### src/sv/rsa_pkg.sv
`timescale 1ns / 1ps
`default_nettype none

package rsa_pkg;

	// Field widths fixed by the word format
	localparam int CMD_W   = 4;
	localparam int REG_W   = 8;
	localparam int DEPTH_W = 9;
	localparam int STAT_W  = 2;

	// Free-register search: the register space is padded to its widest size
	// and split into groups; first one group is chosen, then one bit in it
	localparam int MAX_REGS  = 256;
	localparam int GRP_W     = 8;
	localparam int NUM_GRPS  = MAX_REGS / GRP_W;
	localparam int GRP_IDX_W = $clog2(NUM_GRPS);
	localparam int BIT_IDX_W = $clog2(GRP_W);

	typedef enum logic [CMD_W-1:0] {
		CMD_ALLOC         = 4'd0,
		CMD_PEEK          = 4'd1,
		CMD_SWAP          = 4'd2,
		CMD_PUSH          = 4'd3,
		CMD_RELEASE       = 4'd4,
		CMD_POP           = 4'd5,
		CMD_POP_OWN       = 4'd6,
		CMD_RELEASE_OWNED = 4'd7,
		CMD_CLEAR_PINS    = 4'd8,
		CMD_FLUSH         = 4'd9
	} command_t;

	typedef enum logic [STAT_W-1:0] {
		STAT_OK    = 2'd0,
		STAT_FULL  = 2'd1,
		STAT_SHORT = 2'd2
	} status_t;

	typedef enum logic [2:0] {
		S_IDLE,
		S_GRP,
		S_BIT,
		S_SWAP_A,
		S_SWAP_B,
		S_COMMIT
	} state_t;

	// Controller to datapath
	typedef struct packed {
		logic req_ready;
		logic find_grp;
		logic find_bit;
		logic swap_a;
		logic swap_b;
		logic commit;
	} ctrl_cmd_t;

	// Datapath to controller
	typedef struct packed {
		logic             req_valid;
		logic [CMD_W-1:0] req_cmd;
		logic             short2;
		logic             slot_free;
	} dp_stat_t;

endpackage

`default_nettype wire

### src/sv/rsa_ctrl.sv
`timescale 1ns / 1ps
`default_nettype none

module rsa_ctrl (
	input  wire                clk,
	input  wire                arst_n,
	input  rsa_pkg::dp_stat_t  stat,
	output rsa_pkg::ctrl_cmd_t cmd
);

	rsa_pkg::state_t state_q, state_d;

	// Hold the sequencer state
	always_ff @(posedge clk or negedge arst_n) begin
		if (!arst_n) begin
			state_q <= rsa_pkg::S_IDLE;
		end else begin
			state_q <= state_d;
		end
	end

	// Sequence one word: take it, run the extra steps it needs, then commit
	always_comb begin
		state_d = state_q;
		cmd     = '0;
		case (state_q)
			rsa_pkg::S_IDLE: begin
				cmd.req_ready = 1'b1;
				if (stat.req_valid) begin
					case (rsa_pkg::command_t'(stat.req_cmd))
						rsa_pkg::CMD_ALLOC: state_d = rsa_pkg::S_GRP;
						rsa_pkg::CMD_SWAP:
							state_d = stat.short2 ? rsa_pkg::S_COMMIT : rsa_pkg::S_SWAP_A;
						default: state_d = rsa_pkg::S_COMMIT;
					endcase
				end
			end
			rsa_pkg::S_GRP: begin
				cmd.find_grp = 1'b1;
				state_d      = rsa_pkg::S_BIT;
			end
			rsa_pkg::S_BIT: begin
				cmd.find_bit = 1'b1;
				state_d      = rsa_pkg::S_COMMIT;
			end
			rsa_pkg::S_SWAP_A: begin
				cmd.swap_a = 1'b1;
				state_d    = rsa_pkg::S_SWAP_B;
			end
			rsa_pkg::S_SWAP_B: begin
				cmd.swap_b = 1'b1;
				state_d    = rsa_pkg::S_COMMIT;
			end
			rsa_pkg::S_COMMIT: begin
				// wait here while the output register is still occupied
				if (stat.slot_free) begin
					cmd.commit = 1'b1;
					state_d    = rsa_pkg::S_IDLE;
				end
			end
			default: state_d = rsa_pkg::S_IDLE;
		endcase
	end

endmodule

`default_nettype wire

### config.mk
export PLATFORM = sky130hd
export DESIGN_NAME = rsa_ctrl
export DESIGN_NICKNAME = d
export VERILOG_FILES = /design/src/sv/rsa_pkg.sv /design/src/sv/rsa_ctrl.sv
export SDC_FILE = /design/constraint.sdc
export NUM_CORES = 1
export LEC_CHECK = 0
export BUFFER_PORTS_ARGS = -buffer_cell sky130_fd_sc_hd__buf_4
export CORE_AREA = 5 5 42 44
export CTS_BUF_LIST = sky130_fd_sc_hd__clkbuf_8
export DETAILED_ROUTE_END_ITERATION = 7
export DIE_AREA = 0 0 47 49
export PLACE_DENSITY_LB_ADDON = 0.15
export SYNTH_ARGS = -nofsm -noshare
export SYNTH_HDL_FRONTEND = slang
export SYNTH_SLANG_ARGS = --single-unit
export TNS_END_PERCENT = 100
### constraint.sdc
create_clock -name clk -period 1.5 [get_ports clk]
set_input_delay 0 -clock clk [delete_from_list [all_inputs] [get_ports clk]]
set_output_delay 0 -clock clk [all_outputs]
set_load 0.03 [all_outputs]
# Word level (Yosys, flattened, before mapping)
# Cells that the tools add are included.
# classes
eq_ne	8
muxes	12
n_reduce_logical	4
# op_table
cell	n
$pmux W3 S5	1
$mux W3	3
$mux W1	7
$eq A3 B2 Y1 const B	2
$eq A3 B3 Y1 const B	2
$pmux W3 S2	1
$eq A4 B2 Y1 const B	1
$logic_not A4 Y1	1
$ne A2 B2 Y1 const B	2
$eq A3 B1 Y1 const B	1
$logic_not A3 Y1	1
$reduce_and A2 Y1	1
$reduce_or A2 Y1	1
# word_totals
regBits	3
out_inout_bits	6
word_cells	25
input_bits	9

# Logic depth before layout (Yosys ltp)
# logic_depth
ltp_word	4
mapped_depth	4
ltp_nobuf	3

# Worst setup path after synthesis
# No wires, ideal clock.
# synth_timing
path_type	register to register
startpoint	register state_q[2]
endpoint	register state_q[1]
path_buffers	1
setup_slack_ps	42
synth_period_minus_slack_ps	1458
stages_incl_launch_ff	4
arrival_ps	1385
t_required_ps	1427
setup_ps	73
path_cell_list	dfrtp_1 -> buf_6 -> nor3_1 -> a41o_1
# synth_between
elab_chain_cells	3
elab_cells_between_ends	11
cone_classes	eq/ne: 7; mux: 1; reduce/logical: 3
# synth_rtl
item	line	text
start: declaration	rsa_ctrl.sv:11	rsa_pkg::state_t state_q, state_d;
start signal: assignment	rsa_ctrl.sv:16	state_q <= rsa_pkg::S_IDLE;
start signal: assignment	rsa_ctrl.sv:18	state_q <= state_d;
$eq A3 B3 Y1 (tied with other cells)	rsa_ctrl.sv:26	case (state_q)
$reduce_or A2 Y1 (no source line) or $ne A2 B2 Y1 (tied branches)	n/a	
$pmux W3 S5 or $reduce_and A2 Y1 (tied branches)	n/a	
# Several ways; a longest one is shown, not always the timed one.
# A chain may end at the register's enable or synchronous reset.

==> flow_summary.html <==
<table>
<tr><th>Metric</th><th>Value</th></tr>
<tr><th colspan="2">Clock tree</th></tr>
<tr><td>Clock Sinks</td><td>3</td></tr>
<tr><td>Number of buffers created by CTS</td><td>3</td></tr>
<tr><td>Buffer levels on the longest clock path</td><td>2</td></tr>
<tr><td>TritonCTS clock tree</td><td>built</td></tr>
<tr><td>CTS H-Tree Depth</td><td>1</td></tr>
<tr><td>Clock tree root driver cell</td><td>sky130_fd_sc_hd__clkbuf_8</td></tr>
<tr><td>Clock latency on the worst-skew pair</td><td>between 0.2 and 0.25 ns</td></tr>
<tr><td>Post-CTS Resized</td><td>0</td></tr>
<tr><td>Clk pin slew, worst setup/hold paths</td><td>0.03 ns</td></tr>
<tr><td>Post CTS Setup Buffer Count</td><td>0</td></tr>
<tr><th colspan="2">Die</th></tr>
<tr><td>DIE AREA</td><td>2300 sq um</td></tr>
<tr><td>Number of top-level pins</td><td>15</td></tr>
<tr><td>Die Width</td><td>approximately 47 microns</td></tr>
<tr><td>Height of the die</td><td>49 microns</td></tr>
<tr><td>Placeable Area</td><td>approximately 1400 sq um</td></tr>
<tr><td>Effective utilization at floorplan</td><td>about 15%</td></tr>
<tr><td>Total number of placement rows</td><td>14</td></tr>
<tr><th colspan="2">Worst setup path</th></tr>
<tr><td>Crit path launch type</td><td>flip-flop</td></tr>
<tr><td>CP Max Fanout</td><td>8</td></tr>
<tr><td>Critical Path End Type</td><td>primary output</td></tr>
<tr><td>Type of the setup path with the least slack</td><td>reg -&gt; out</td></tr>
<tr><td>Worst EP required</td><td>around 1.5 ns</td></tr>
<tr><td>Signal arrival time at the worst endpoint</td><td>between 1 and 1.5 ns</td></tr>
<tr><td>Setup slack of the most critical reg-to-reg path</td><td>around 0.25 ns</td></tr>
<tr><th colspan="2">Power and ir drop</th></tr>
<tr><td>Worst supply voltage drop on vdd</td><td>0.000788 V</td></tr>
<tr><td>P per Cell Area</td><td>about 2200 nW/um^2</td></tr>
<tr><td>Leakage dissipation</td><td>around 0.21 nW</td></tr>
<tr><th colspan="2">Drt</th></tr>
<tr><td>Met2 wire length</td><td>between 300 and 400 microns</td></tr>
<tr><td>Number of detailed-routing iterations run before antenna repair</td><td>2</td></tr>
<tr><td>DRT Wirelength</td><td>approximately 670 microns</td></tr>
<tr><td>Sum of routed wire segments on met1</td><td>around 280 microns</td></tr>
<tr><td>Routed length on met3</td><td>~53 microns</td></tr>
<tr><td>Initial DRC count</td><td>2</td></tr>
<tr><td>Antenna Nets Post-Route</td><td>0</td></tr>
<tr><td>Max Used Layer</td><td>met3</td></tr>
<tr><td>Number of design rule violations left after detail routing</td><td>0</td></tr>
<tr><td>Routed via count divided by cell count</td><td>between 3 and 4</td></tr>
<tr><td>DR vias</td><td>240</td></tr>
<tr><td>Wirelength per Cell</td><td>10.9 microns</td></tr>
<tr><th colspan="2">Synthesis</th></tr>
<tr><td>Post-synth top cells</td><td>sky130_fd_sc_hd__dfrtp_1 (3), sky130_fd_sc_hd__nor2_1 (3)</td></tr>
<tr><td>Synth Instances</td><td>24</td></tr>
<tr><td>Most area-hungry cell type in the Yosys netlist</td><td>sky130_fd_sc_hd__dfrtp_1</td></tr>
<tr><td>Post-synth EDFFs</td><td>0</td></tr>
<tr><td>Number of library cell types mapped by synthesis</td><td>16</td></tr>
<tr><td>Warnings, synthesis</td><td>0</td></tr>
<tr><td>Fraction of registers with async set or reset after synthesis</td><td>100%</td></tr>
<tr><td>Main synth FF type</td><td>sky130_fd_sc_hd__dfrtp_1</td></tr>
<tr><td>Post-synthesis cell area</td><td>206 sq um</td></tr>
<tr><td>Proportion of synthesized chip area in sequential cells</td><td>36.4%</td></tr>
<tr><td>Syn Nets</td><td>33</td></tr>
<tr><td>Number of synthesized register bits</td><td>3</td></tr>
<tr><td>Proportion of netlist area held by the largest area contributor</td><td>36.4%</td></tr>
<tr><td>Mean Syn Cell Area</td><td>about 8.6 sq um</td></tr>
<tr><td>Top cells by area in the synthesized netlist</td><td>sky130_fd_sc_hd__dfrtp_1 (36%), sky130_fd_sc_hd__nor3b_1 (7.3%), sky130_fd_sc_hd__buf_6 (5.5%), sky130_fd_sc_hd__nor2_1 (5.5%), sky130_fd_sc_hd__a41o_1 (4.8%)</td></tr>
<tr><th colspan="2">Min path</th></tr>
<tr><td>Hold Path Class</td><td>in -&gt; reg</td></tr>
<tr><th colspan="2">Final layout</th></tr>
<tr><td>Filler Cell Count</td><td>165</td></tr>
<tr><td>Sequential cell area in the final layout</td><td>75.1 sq um</td></tr>
<tr><td>Area taken by multi-input logic gates</td><td>between 100 and 150 sq um</td></tr>
<tr><td>Total Nets Final</td><td>55</td></tr>
<tr><td>Largest registers</td><td>state_q x3</td></tr>
<tr><td>Register with the most flip-flops</td><td>state_q</td></tr>
<tr><td>Number of diodes added for antenna fixing</td><td>0</td></tr>
<tr><td>Final instance count without filler cells</td><td>just over 60</td></tr>
<tr><td>Post-synthesis to final-layout area growth</td><td>93.9%</td></tr>
<tr><td>Layout cell share with drive strength beyond 1</td><td>a little under half</td></tr>
<tr><td>Flip-flop count of the largest register after layout</td><td>3</td></tr>
<tr><td>Final Util</td><td>between 20% and 30%</td></tr>
<tr><th colspan="2">Timing</th></tr>
<tr><td>Share of the clock period used by the worst path after layout</td><td>83.7%</td></tr>
<tr><td>Final setup TNS</td><td>0 ns</td></tr>
<tr><td>Slew HR</td><td>roughly 82%</td></tr>
<tr><td>Highest Clock Rate</td><td>~800 MHz</td></tr>
<tr><td>RSZ-0062 raised after global routing</td><td>no</td></tr>
<tr><td>Final worst clock skew</td><td>0.000632 ns</td></tr>
<tr><td>Minimum clock period after layout</td><td>1.26 ns</td></tr>
<tr><td>Count of final setup violators</td><td>0</td></tr>
<tr><td>Worst Tran Pin Value</td><td>between 0.2 and 0.3 ns</td></tr>
<tr><td>Final setup margin</td><td>between 0.2 and 0.25 ns</td></tr>
<tr><td>Number of hold violations in the final report</td><td>0</td></tr>
<tr><td>Count of pins over their slew limit</td><td>0</td></tr>
<tr><th colspan="2">Placement</th></tr>
<tr><td>Gpl congestion</td><td>between 0.7 and 0.8</td></tr>
<tr><td>Placed cells</td><td>55</td></tr>
<tr><td>Detailed placement HPWL</td><td>540 microns</td></tr>
<tr><td>Placement-stage worst setup slack</td><td>approximately 0.26 ns</td></tr>
<tr><td>Buffers on Ports</td><td>14</td></tr>
<tr><th colspan="2">Global route</th></tr>
<tr><td>Global-route wire length before repair</td><td>around 1100 microns</td></tr>
<tr><td>Total global routing overflow</td><td>0</td></tr>
<tr><td>Number of global-route vias before repair</td><td>256</td></tr>
<tr><td>Largest net degree at the start of global routing</td><td>9</td></tr>
<tr><td>Initial antenna violation count</td><td>0</td></tr>
<tr><td>Global-route usage over all layers</td><td>around 7%</td></tr>
<tr><th colspan="2">Run</th></tr>
<tr><td>Max Cap Viol</td><td>0</td></tr>
<tr><th colspan="2">Outcome</th></tr>
<tr><td>Run status</td><td>finished, final reports clean</td></tr>
</table>
==> logic make-up (layout without fill, tap and decap cells) <==
| group | count (synthesis) | after routing | synth area share, % |
|---|---|---|---|
| compound gates | 5 | 5 | 20.0 |
| buf+inv | 3 | 24 | 9.09 |
| flops | 3 | 3 | 36.4 |
| simple gates | 13 | 13 | 34.6 |
==> cell usage in the layout (no fill, tap or decap), drive strengths merged <==
cell | synthesis | layout
a211oi | 1 | 1
a21oi | 1 | 1
a221oi | 1 | 1
a41o | 1 | 1
buf | 1 | 16
clkbuf | 0 | 3
dfrtp | 3 | 3
dlygate4sd3 | 0 | 2
inv | 2 | 3
nand2 | 2 | 2
nand2b | 1 | 1
nor2 | 4 | 4
nor3 | 2 | 2
nor3b | 2 | 2
o31a | 1 | 1
or2b | 1 | 1
or4 | 1 | 1
==> worst paths after layout <==
path,cells past startpoint,endpoint,from
max,4,cmd[0],state_q[1]
min,2,state_q[1],stat[3]
max reg2reg,3,state_q[1],state_q[2]
min reg2reg,1,state_q[0],state_q[0]
max in group asynchronous,2,state_q[1],arst_n
min in group asynchronous,2,state_q[0],arst_n
==> stage by stage <==
stage	hold WS, ns	power (mW)	cell area [sq um]
3_3_place_gp	-0.209	0.656	335
5_1_grt	0.0547	0.958	400
2_1_floorplan	-0.296	0.496	206
6_report	0.0505	0.887	400
3_5_place_dp	-0.209	0.663	335
4_1_cts	0.0459	0.907	400
==> where the power goes <==
part | switching (mW) | leakage [nW] | internal, mW
logic | 0.284 | 0.142 | 0.219
clock network | 0.0527 | 0.0269 | 0.174
registers | 0.0348 | 0.0365 | 0.122
==> routing by layer <==
metal,vias up,GRT usage [%]
met1,101,8.83
met4,0,6.91
met3,0,2.21
met5,-,0
li1,129,-
met2,10,8.82
==> area by class of cell <==
type	instances	share of cell area (%)
clock inverters	1	0.938
clock buffers	3	10.3
multi-input cells	18	28.1
well taps	16	5.00
flip-flops and latches	3	18.8
repair buffers	18	35.0
inverters	2	1.88
==> timing repair <==
action | 4_1_cts | 5_1_grt
setup endpoints to repair | 0 | 0
hold buffers | 2 | 0
hold endpoints to repair | 4 | 0
==> critical path, stage by stage (launching register included) <==
cell	delay, ns
sky130_fd_sc_hd__dfrtp_1	0.36
sky130_fd_sc_hd__buf_4	0.16
sky130_fd_sc_hd__or2b_1	0.25
sky130_fd_sc_hd__nor2_1	0.11
sky130_fd_sc_hd__buf_4	0.17
Power figures use the tool's default switching activity.
